`config.mk`:
```
export PLATFORM = sky130hd
export DESIGN_NAME = mdda_div
export DESIGN_NICKNAME = d
export VERILOG_FILES = /design/src/rtl/core/mdda_pkg.sv /design/src/rtl/core/mdda_div.sv
export SDC_FILE = /design/constraint.sdc
export NUM_CORES = 1
export LEC_CHECK = 0
export BUFFER_PORTS_ARGS = -buffer_cell sky130_fd_sc_hd__buf_2
export CORE_ASPECT_RATIO = 0.8
export CORE_MARGIN = 2
export CORE_UTILIZATION = 55
export CTS_CLUSTER_SIZE = 12
export DETAILED_ROUTE_END_ITERATION = 6
export PLACE_DENSITY = 0.8
export SYNTH_ARGS = -nofsm -noshare
export SYNTH_HDL_FRONTEND = slang
export SYNTH_SLANG_ARGS = --single-unit
```
`constraint.sdc`:
```
create_clock -name i_clk -period 5 [get_ports i_clk]
set_input_delay 1 -clock i_clk [delete_from_list [all_inputs] [get_ports i_clk]]
set_output_delay 1 -clock i_clk [all_outputs]
set_load 0.05 [all_outputs]
```
`src/rtl/core/mdda_pkg.sv`:
```
// Shared constants and interface structs for the multi-axis DDA step generator.
// Used by the divider, the square-root unit and the top level; depends on nothing.
package mdda_pkg;

    // Build-time configuration of the block.
    localparam int NUM_AXES          = 4;
    localparam int OVERSAMPLE_FACTOR = 4;

    // Axis ports that exist on the top level.
    localparam int NAX    = 4;
    localparam int CNT_W  = 20;
    localparam int DIV_W  = 37;
    localparam int DIV_Q  = 32;
    localparam int SQ_W   = 64;
    localparam int ROOT_W = 31;

    localparam logic [CNT_W-1:0] CNT_MAX   = '1;
    localparam logic [NAX-1:0]   AX_ACTIVE = NAX'((1 << NUM_AXES) - 1);
    localparam logic [1:0]       AX_LAST   = 2'(NUM_AXES - 1);

    // Error accumulator constants in signed Q4.28.
    localparam logic signed [33:0] FX_HALF  = 34'sd134217728;
    localparam logic signed [33:0] FX_ONE   = 34'sd268435456;
    localparam logic signed [33:0] LOOK_THR =
        34'(134217728 - 268435456 / OVERSAMPLE_FACTOR);

    // Divider request and response.
    typedef struct packed {
        logic             start;
        logic [DIV_W-1:0] hi;
        logic [DIV_Q-1:0] lo;
        logic [DIV_W-1:0] den;
    } t_div_req;

    typedef struct packed {
        logic             done;
        logic [DIV_Q-1:0] quot;
        logic             rem_nz;
    } t_div_rsp;

    // Square-root request and response.
    typedef struct packed {
        logic            start;
        logic [SQ_W-1:0] radicand;
    } t_sqrt_req;

    typedef struct packed {
        logic              done;
        logic [ROOT_W-1:0] root;
    } t_sqrt_rsp;

endpackage

```
`src/rtl/core/mdda_div.sv`:
```
// Restoring divider producing a 32-bit quotient, one quotient bit per cycle.
// Depends on mdda_pkg for widths and the request/response structs.
module mdda_div (
    input  logic               i_clk,
    input  logic               i_rst_n,
    input  mdda_pkg::t_div_req i_req,
    output mdda_pkg::t_div_rsp o_rsp
);
    import mdda_pkg::*;

    localparam int CW = $clog2(DIV_Q);
    localparam logic [CW-1:0] LAST = CW'(DIV_Q - 1);

    logic             r_busy;
    logic             r_done;
    logic [CW-1:0]    r_cnt;
    logic [DIV_W-1:0] r_rem;
    logic [DIV_W-1:0] r_den;
    logic [DIV_Q-1:0] r_quo;
    logic [DIV_W:0]   trial;
    logic [DIV_W:0]   diff;
    logic             fits;

    // Shift the next dividend bit into the partial remainder and try the divisor.
    always_comb begin
        trial = {r_rem, r_quo[DIV_Q-1]};
        diff  = trial - {1'b0, r_den};
        fits  = (trial >= {1'b0, r_den});
    end

    // Iteration control.
    always_ff @(posedge i_clk) begin
        if (!i_rst_n) begin
            r_busy <= 1'b0;
            r_done <= 1'b0;
            r_cnt  <= '0;
        end else if (i_req.start) begin
            r_busy <= 1'b1;
            r_done <= 1'b0;
            r_cnt  <= '0;
        end else if (r_busy) begin
            r_cnt <= r_cnt + 1'b1;
            if (r_cnt == LAST) begin
                r_busy <= 1'b0;
                r_done <= 1'b1;
            end
        end else begin
            r_done <= 1'b0;
        end
    end

    // Remainder and quotient registers; the quotient replaces the low dividend bits.
    always_ff @(posedge i_clk) begin
        if (i_req.start) begin
            r_rem <= i_req.hi;
            r_quo <= i_req.lo;
            r_den <= i_req.den;
        end else if (r_busy) begin
            r_rem <= fits ? diff[DIV_W-1:0] : trial[DIV_W-1:0];
            r_quo <= {r_quo[DIV_Q-2:0], fits};
        end
    end

    assign o_rsp.done   = r_done;
    assign o_rsp.quot   = r_quo;
    assign o_rsp.rem_nz = |r_rem;

endmodule

```
==> reports/results.tsv <==
metric	value	unit
outcome	finished clean	
element type at the critical path start	flip-flop	
critical path cell sequence	inv_1 > ha_1 > inv_1 > fa_1 > a21o_1 > a221o_1 > a211oi_2 > a211oi_1 > a2111oi_4 > o31ai_2 > a211o_1 > buf_4 > nor2b_1 > a221o_1	
Num CTS Buffers	17	
number of synthesized flops with an enable pin	106	
maximum operating frequency	225	MHz
final routed wire length divided by cell count	17.3	um
skew final	0.00878	ns
minimum clock period after layout	4.44	ns
aggregate global-route resource usage	24.0	%
total via count in the routed design	5133	
clock tree from TritonCTS	built	
final instance count without filler cells	894	
Final TNS setup	0	ns
Ports	143	
largest driver fanout on the critical path	31	
area of the die	13300	um^2
number of DRC violations after detailed-routing iteration 0	324	
Final Worst Setup Slack	0.560	ns
Post-CTS Setup Bufs	0	
top area cells in the synthesized netlist	sky130_fd_sc_hd__edfxtp_1 (47%), sky130_fd_sc_hd__mux2_2 (9.1%), sky130_fd_sc_hd__ha_1 (7.2%)	
pre-CTS WS	0.594	ns
first-pass iteration count of the detailed router	5	
post-route DRC violation count	0	
Final Total Pwr	4.37	mW
aggregate global routing overflow	0	
starting density of the core	56.1	%
floorplan die width	129	um
growth of design area from synthesis to finish	20.6	%
critical path launch point	r_quo[31]	
Final Max Slew Viols	0	
Static Leak	3.61	nW
IO buf count	142	
endpoint type of the worst setup path	flip-flop	
Hold Crit Class	reg2reg	
Skew-Pair Late Insertion Delay	0.42	ns
fraction of post-synthesis cell area in the top cell type by area	46.6	%
cell with the largest stage delay on the worst path	sky130_fd_sc_hd__a211o_1	
most used standard cells in the synthesized netlist	sky130_fd_sc_hd__edfxtp_1 (106), sky130_fd_sc_hd__mux2_2 (55), sky130_fd_sc_hd__inv_1 (43), sky130_fd_sc_hd__ha_1 (39), sky130_fd_sc_hd__a21oi_1 (34)	
clock slew at the register clock pins of the worst setup and hold paths	0.06	ns
power per cell area	531	nW/um^2
Post-Syn Instances	586	
number of hold buffers added after cts	0	
unrepaired setup endpoints after global routing	no	
via/cell ratio	5.74	
placeable core region	12200	um^2
number of buffers on the longest clock path	2	
most common cell in the synthesized netlist	sky130_fd_sc_hd__edfxtp_1	
register bit count reported by yosys	113	
worst-case headroom to the max-slew limit	58.8	%
root buffer cell	sky130_fd_sc_hd__clkbuf_16	
# nets final	878	
launching point of the worst reg2reg path	r_quo[31]	
Synthesized Nets	735	
CP max stage delay	0.48	ns
number of warning messages in the yosys log	0	
via count of the first global-routing pass	5221	
row cnt	36	
post-synth design cell area	6820	um^2
final setup violating endpoints	0	
ANT cells	0	
fraction of the cycle the final worst path needs	88.8	%
post-route ant nets	0	
number of sinks driven by the clock tree	113	
start point of the worst hold path	r_cnt[3]	
number of maximum-capacitance violations	0	
top flip-flop cell by instance count after synthesis	sky130_fd_sc_hd__edfxtp_1	
pin count of the biggest net entering global routing	49	
cell count after placement	862	
die span in y	104	um
fraction of registers with async set or reset after synthesis	0	%
maximum resistive drop on vdd	0.315	mV
Required @ worst endpoint	5.17	ns
H-tree lvl count	4	
DP HPWL	11.3	mm
final hold vios	0	
slew at the pin closest to its max-slew limit	0.612	ns
arrival time at the worst endpoint	4.61	ns
fraction of layout instances using a drive strength above 1	32.1	%
wire length of the first global-routing pass	25.3	mm
placer's final routability congestion estimate	0.924	
post-synth top area cell	sky130_fd_sc_hd__edfxtp_1	
Unique masters post-synth	51	
Total Wirelength	15.4	mm
Post-Syn Area per Cell	11.6	um^2
register area share after synthesis	48.7	%
category of the most critical setup path	reg2reg	
number of cells upsized or downsized after cts	0	
number of antenna violations at the first check in global routing	0	
cells by family after synthesis:
logic type	count (synthesis)	synth area share (%)
AOI/OAI and AO/OA	123	12.3
xor gates and xnor gates	36	4.62
adders and majority gates	40	7.44
buffers and inverters	65	3.72
DFF	113	48.7
muxes	87	14.2
and+or+nand+nor	122	9.00
report_power, final:
group,internal (mW),switching [mW]
clock network,0.686,0.469
registers,1.27,0.127
logic,0.816,1.00
total,2.77,1.60
cells in the final DEF, fill, tap and decap left out, types with 22 or more instances in the layout:
cell / netlist / layout
sky130_fd_sc_hd__a21o_1: 25 / 25
sky130_fd_sc_hd__a21oi_1: 34 / 34
sky130_fd_sc_hd__buf_2: 5 / 141
sky130_fd_sc_hd__edfxtp_1: 106 / 106
sky130_fd_sc_hd__ha_1: 39 / 39
sky130_fd_sc_hd__inv_1: 43 / 43
sky130_fd_sc_hd__mux2_1: 22 / 22
sky130_fd_sc_hd__mux2_2: 55 / 55
sky130_fd_sc_hd__nand2_1: 30 / 30
sky130_fd_sc_hd__nor2_1: 23 / 23
sky130_fd_sc_hd__o21ai_0: 22 / 22
layer usage:
layer	share of wire (%)	up-vias	track usage, %	wire (um)
met1	46	2438	32.7	7050
met5	0	-	0	0
met4	1.6	0	6.44	249
met3	6.9	27	7.64	1070
li1	-	2490	-	-
met2	46	178	37.2	7070
sequential cells by signal (all words and copies together), names as in the netlist:
name and cells:
r_quo 32, r_den 37, r_rem 37, r_cnt 5
r_busy 1, r_done 1
cell type report:
type	instances	area (um^2)
Fill cell	906	3940
Clock inverter	15	136
Tap cell	152	190
Sequential cell	113	3320
Clock buffer	17	425
Multi-Input combinational cell	408	3250
Inverter	43	161
Timing Repair Buffer	146	743
worst paths after layout:
path / slack, ns / to / depth (start not counted)
max: 0.56 / r_rem[29] / 14
min: 0.50 / r_cnt[3] / 2
max reg2reg: 0.56 / r_rem[29] / 14
min reg2reg: 0.50 / r_cnt[3] / 2
worst max-delay path: cells and delay by family (launching register included):
kind,cells,cell delay (ns)
AND/OR/NAND/NOR,1,0.29
AO/OA/AOI/OAI,8,2.44
buffers and inverters,3,0.50
flip-flops,1,0.38
adder cells (fa/ha/maj),2,0.57
stage by stage:
stage / util, % / hold slack [ns] / area [um^2]
after floorplan: - / 0.467 / 6820
after global routing: 67.6 / 0.532 / 8230
after CTS: 67.6 / 0.510 / 8230
after detailed placement: 63.0 / 0.494 / 7660
after global placement: 63.0 / 0.481 / 7660
final: 67.6 / 0.503 / 8230
Note: power is estimated with default switching activity, not from simulation.
