File: config.mk
export PLATFORM = sky130hd
export DESIGN_NAME = mdda_sqrt
export DESIGN_NICKNAME = d
export VERILOG_FILES = /design/src/rtl/core/mdda_pkg.sv /design/src/rtl/core/mdda_sqrt.sv
export SDC_FILE = /design/constraint.sdc
export NUM_CORES = 1
export LEC_CHECK = 0
export BUFFER_PORTS_ARGS = -buffer_cell sky130_fd_sc_hd__buf_2
export CAP_MARGIN = 20
export CORE_UTILIZATION = 55
export CTS_BUF_LIST = sky130_fd_sc_hd__clkbuf_8 sky130_fd_sc_hd__clkbuf_16
export DETAILED_ROUTE_END_ITERATION = 10
export GPL_ROUTABILITY_DRIVEN = 0
export GPL_TIMING_DRIVEN = 0
export PLACE_DENSITY = 0.74
export SLEW_MARGIN = 0
export SYNTH_ARGS = -nofsm -noshare
export SYNTH_HDL_FRONTEND = slang
export SYNTH_SLANG_ARGS = --single-unit
File: constraint.sdc
create_clock -name i_clk -period 20 [get_ports i_clk]
set_clock_uncertainty 0.1 [all_clocks]
set_input_delay 3 -clock i_clk [delete_from_list [all_inputs] [get_ports i_clk]]
set_output_delay 3 -clock i_clk [all_outputs]
set_load 0.01 [all_outputs]
File: src/rtl/core/mdda_pkg.sv
// Shared constants and interface structs for the multi-axis DDA step generator.
// Used by the divider, the square-root unit and the top level; depends on nothing.
package mdda_pkg;

    // Build-time configuration of the block.
    localparam int NUM_AXES          = 4;
    localparam int OVERSAMPLE_FACTOR = 4;

    // Axis ports that exist on the top level.
    localparam int NAX    = 4;
    localparam int CNT_W  = 20;
    localparam int DIV_W  = 37;
    localparam int DIV_Q  = 32;
    localparam int SQ_W   = 64;
    localparam int ROOT_W = 31;

    localparam logic [CNT_W-1:0] CNT_MAX   = '1;
    localparam logic [NAX-1:0]   AX_ACTIVE = NAX'((1 << NUM_AXES) - 1);
    localparam logic [1:0]       AX_LAST   = 2'(NUM_AXES - 1);

    // Error accumulator constants in signed Q4.28.
    localparam logic signed [33:0] FX_HALF  = 34'sd134217728;
    localparam logic signed [33:0] FX_ONE   = 34'sd268435456;
    localparam logic signed [33:0] LOOK_THR =
        34'(134217728 - 268435456 / OVERSAMPLE_FACTOR);

    // Divider request and response.
    typedef struct packed {
        logic             start;
        logic [DIV_W-1:0] hi;
        logic [DIV_Q-1:0] lo;
        logic [DIV_W-1:0] den;
    } t_div_req;

    typedef struct packed {
        logic             done;
        logic [DIV_Q-1:0] quot;
        logic             rem_nz;
    } t_div_rsp;

    // Square-root request and response.
    typedef struct packed {
        logic            start;
        logic [SQ_W-1:0] radicand;
    } t_sqrt_req;

    typedef struct packed {
        logic              done;
        logic [ROOT_W-1:0] root;
    } t_sqrt_rsp;

endpackage

File: src/rtl/core/mdda_sqrt.sv
// Integer square root by the bit-pair method, one result bit per cycle.
// Depends on mdda_pkg for widths and the request/response structs.
module mdda_sqrt (
    input  logic                i_clk,
    input  logic                i_rst_n,
    input  mdda_pkg::t_sqrt_req i_req,
    output mdda_pkg::t_sqrt_rsp o_rsp
);
    import mdda_pkg::*;

    logic            r_busy;
    logic            r_done;
    logic [SQ_W-1:0] r_v;
    logic [SQ_W-1:0] r_res;
    logic [SQ_W-1:0] r_bit;
    logic [SQ_W-1:0] trial;
    logic            take;

    always_comb begin
        trial = r_res + r_bit;
        take  = (r_v >= trial);
    end

    // Run until the test bit has walked down to bit zero.
    always_ff @(posedge i_clk) begin
        if (!i_rst_n) begin
            r_busy <= 1'b0;
            r_done <= 1'b0;
        end else if (i_req.start) begin
            r_busy <= 1'b1;
            r_done <= 1'b0;
        end else if (r_busy) begin
            if (r_bit[0]) begin
                r_busy <= 1'b0;
                r_done <= 1'b1;
            end
        end else begin
            r_done <= 1'b0;
        end
    end

    // Radicand, partial root and test bit.
    always_ff @(posedge i_clk) begin
        if (i_req.start) begin
            r_v   <= i_req.radicand;
            r_res <= '0;
            r_bit <= {2'b01, {(SQ_W-2){1'b0}}};
        end else if (r_busy) begin
            if (take) begin
                r_v   <= r_v - trial;
                r_res <= (r_res >> 1) + r_bit;
            end else begin
                r_res <= r_res >> 1;
            end
            r_bit <= r_bit >> 2;
        end
    end

    assign o_rsp.done = r_done;
    assign o_rsp.root = r_res[ROOT_W-1:0];

endmodule

==> reports/summary.txt <==
WORST SETUP PATH
---------------------------------------------------------------------------
Worst Path Class, Setup                                          reg -> reg
CP Launch Type                                                    flip-flop
Required arrival time at the worst endpoint                        20.08 ns
Most prevalent standard cell on the critical path              sky130_fd_sc_hd__a21oi_1
Crit. End Element                                                 flip-flop
Worst path slowest cell                                        sky130_fd_sc_hd__a21oi_1
Highest cell delay on the worst timing path                         0.84 ns
Crit-path max FO                                                         33
Data arrival time of the critical path                              9.09 ns

ROUTE
---------------------------------------------------------------------------
DR pass1 iterations                                                       6
Number of design rule violations left after detail routing                0
Vias/cell                                                              6.41
Drt first-iter violations                                             1,458
Routed wire per std cell                                            20.2 µm
Vias post-DR                                                         15,800
DRT antenna net count                                                     0
Drt total wl                                                      49,800 µm

YOSYS
---------------------------------------------------------------------------
Netlist Area Pre-Place                                           15,400 µm²
Number of enable flip-flop cells after synthesis                         64
Largest cells by area after synthesis                          sky130_fd_sc_hd__dfxtp_1, sky130_fd_sc_hd__edfxtp_1, sky130_fd_sc_hd__ha_1
Synthesized area divided by synthesized cell count                 7.84 µm²
Flops & latches, synth                                                  162
Mapped Nets                                                           2,162
Async S/R FF share, synth                                                0%
Distinct cell type count of the synthesized netlist                      79
Proportion of synthesized chip area in sequential cells               25.2%
Synth top area share                                                  12.7%
Synthesized instance count                                            1,964
Top flip-flop cell by instance count after synthesis           sky130_fd_sc_hd__dfxtp_1
Synth area leader                                              sky130_fd_sc_hd__dfxtp_1
Synth Warn #                                                              0

CLOCKING
---------------------------------------------------------------------------
Root buffer selected by CTS                                    sky130_fd_sc_hd__clkbuf_16
Post CTS Setup Buffer Count                                               0
CTS max path bufs                                                         2
Sinks on Clock Net                                                      162
H-Tree Depth                                                              4
# resized after CTS                                                       0
TritonCTS Buffers                                                        17
Clock transition at path regs                                       0.08 ns
Clock tree from TritonCTS                                               yes
Cts hold-fix bufs                                                         0
Clk_lat worst skew                                                  0.45 ns

TIMING
---------------------------------------------------------------------------
Worst Tran Pin Value                                                1.16 ns
Final period util                                                     45.0%
Max-slew violation count                                                  0
Achievable clock frequency                                          111 MHz
Fin Setup TNS                                                          0 ns
Worst hold slack after final layout                                0.404 ns
Final setup vio count                                                     0
Worst max-slew margin expressed relative to the limit                 22.8%
Clock period minus worst slack                                      9.01 ns
RSZ-0062 raised after global routing                                  false
Number of hold-slack violations in the final timing report                0

FINISH
---------------------------------------------------------------------------
Number of nets in the final layout                                    2,280
Post-layout utilization of the core                                   62.6%
Final Instance Count excl. Fillers                                    2,467
Share of cells above drive strength 1                                 10.5%
Ant diodes                                                                0
Number of filler cells placed in the layout                           2,503
Area growth from synthesis to layout                                  10.5%
Fin area                                                         17,000 µm²

POWER AND IR DROP
---------------------------------------------------------------------------
Largest vdd supply drop                                           0.0771 mV
Proportion of power drawn by combinational gates                      57.7%
Clock share of power                                                  18.0%
Switching power of the nets                                      0.000953 W
Power Internal                                                    0.00108 W
Proportion of power drawn by flip-flops and latches                   24.2%
Share of total power consumed by net switching                        46.8%
P_leak                                                              6.60 nW
PwrDens                                                          120 nW/µm²

STATUS
---------------------------------------------------------------------------
Result of the run                                              complete, no violations

FLOORPLANNING
---------------------------------------------------------------------------
Vert. Die Dim                                                        169 µm
Horizontal die dimension                                             169 µm
Total Die Area                                                   28,700 µm²
Number of standard-cell rows in the floorplan                            60
I/O pin cnt                                                              99
Placeable core region                                            27,200 µm²
Initial cell density of the core                                      56.6%

GLOBAL ROUTE
---------------------------------------------------------------------------
Antenna violations before repair                                          0
Maximum number of pins on one net before global-route repair             34
Overall track demand over capacity in global routing                  34.5%
Vias in the first global route                                       14,800
Wire length of the first global-routing pass                      78,000 µm
Total congestion overflow after global routing                            0

HOLD PATH
---------------------------------------------------------------------------
Class of the worst hold path                                     reg -> reg

PLACE
---------------------------------------------------------------------------
Number of port buffers                                                   97
Placed standard-cell area                                        16,400 µm²
Half-perimeter wire length of the detailed placement result       37,800 µm
Placed Instances                                                      2,435

JOB
---------------------------------------------------------------------------
Number of max-cap violations                                              0

## through the flow
stage               total power (W)  worst slack (ns)
global placement            0.00161              9.64
CTS                         0.00200             11.30
finish                      0.00204             10.99
floorplan                   0.00133             13.21
global route                0.00215             10.62
detailed placement          0.00163             11.33
## synth_stat cells, drive strengths merged (6+ instances only)
master / count
nand2: 227
nor2: 174
o21ai: 165
a21oi: 146
ha: 130
dfxtp: 98
clkbuf: 97
xnor2: 82
xor2: 65
edfxtp: 64
a31oi: 62
buf: 52
nand4: 50
nand3: 47
a21o: 46
inv: 43
a211oi: 41
mux2i: 41
a311oi: 28
o21bai: 28
and2: 24
or3: 22
o31ai: 21
nor3: 20
and3: 16
nand2b: 16
a31o: 13
nor2b: 13
o21a: 13
a21boi: 12
o211ai: 10
nor4: 9
o221ai: 6
## state kept, by name, summed over array words and instances (netlist names)
register  cells
r_v          64
r_res        64
r_done        1
r_bit        32
r_busy        1
## placed cells by master (no fill, tap or decap), types with 10 or more instances in the layout
master,n
sky130_fd_sc_hd__clkbuf_1,96
sky130_fd_sc_hd__a21o_1,46
sky130_fd_sc_hd__inv_1,43
sky130_fd_sc_hd__nor2b_1,13
sky130_fd_sc_hd__mux2i_1,41
sky130_fd_sc_hd__ha_1,130
sky130_fd_sc_hd__and3_1,16
sky130_fd_sc_hd__a31oi_1,62
sky130_fd_sc_hd__nand4_1,50
sky130_fd_sc_hd__nor3_1,20
sky130_fd_sc_hd__o21ai_0,157
sky130_fd_sc_hd__buf_4,34
sky130_fd_sc_hd__or3_1,22
sky130_fd_sc_hd__dfxtp_1,98
sky130_fd_sc_hd__o211ai_1,10
sky130_fd_sc_hd__a21oi_1,143
sky130_fd_sc_hd__clkbuf_16,18
sky130_fd_sc_hd__nand2b_1,16
sky130_fd_sc_hd__o21bai_1,28
sky130_fd_sc_hd__xor2_1,65
sky130_fd_sc_hd__nor2_1,174
sky130_fd_sc_hd__o21a_1,13
sky130_fd_sc_hd__and2_1,23
sky130_fd_sc_hd__edfxtp_1,64
sky130_fd_sc_hd__o31ai_1,21
sky130_fd_sc_hd__a31o_2,13
sky130_fd_sc_hd__buf_2,104
sky130_fd_sc_hd__a211oi_1,39
sky130_fd_sc_hd__nand2_1,226
sky130_fd_sc_hd__a21boi_0,12
sky130_fd_sc_hd__a311oi_1,19
sky130_fd_sc_hd__xnor2_1,82
sky130_fd_sc_hd__nand3_1,47
## worst paths after layout
kind,start,endpoint,slack [ns],cells past startpoint
setup reg to reg,r_res[2]$_SDFFE_PP0P_,r_v[37]$_DFFE_PP_,10.99,25
hold reg to reg,r_bit[62]$_SDFFE_PP1P_,r_bit[62]$_SDFFE_PP1P_,0.40,2
hold / removal,r_bit[62]$_SDFFE_PP1P_,r_bit[62]$_SDFFE_PP1P_,0.40,2
setup / recovery,r_res[2]$_SDFFE_PP0P_,r_v[37]$_DFFE_PP_,10.99,25
## per-layer routing
layer	global-route usage [%]	vias up	part of all wire [%]
met5	0	-	0
met2	56.9	800	45
li1	-	7472	-
met4	15.9	0	4.2
met1	44.1	7400	42
met3	5.55	143	8.3
## cell type report
type / count / area, µm² / share of cell area, %
inverters: 44 / 165 / 0.971
clock buffers: 18 / 450 / 2.65
clock inverters: 14 / 183 / 1.07
plain buffers: 149 / 738 / 4.34
well taps: 372 / 465 / 2.74
repair buffers: 99 / 513 / 3.02
flip-flops and latches: 162 / 3880 / 22.8
multi-input cells: 1609 / 10600 / 62.4
## critical path: cells and delay by family, from the launching register on
family / cells / cell delay (ns)
AOI/OAI and AO/OA: 16 / 4.87
and+or+nand+nor: 3 / 1.31
buffers and inverters: 3 / 1.02
adders and majority gates: 2 / 0.62
DFF: 1 / 0.48
xor gates and xnor gates: 1 / 0.27
## cell families after synthesis
logic type | Yosys count | synth area share [%]
DFF | 162 | 25.2
AOI/OAI and AO/OA | 651 | 28.0
adders and majority gates | 131 | 10.7
xor gates and xnor gates | 147 | 8.37
buffers and inverters | 193 | 5.87
muxes | 44 | 2.89
and+or+nand+nor | 636 | 18.9
## power groups by stage
stage	combinational (W)	sequential [W]	clock, W
after floorplan	0.000849	0.000479	0
after global placement	0.00111	0.000500	0
after detailed placement	0.00114	0.000499	0
after CTS	0.00115	0.000493	0.000366
after global routing	0.00128	0.000500	0.000379
final	0.00118	0.000494	0.000368
Note: power is estimated with default switching activity, not from simulation.
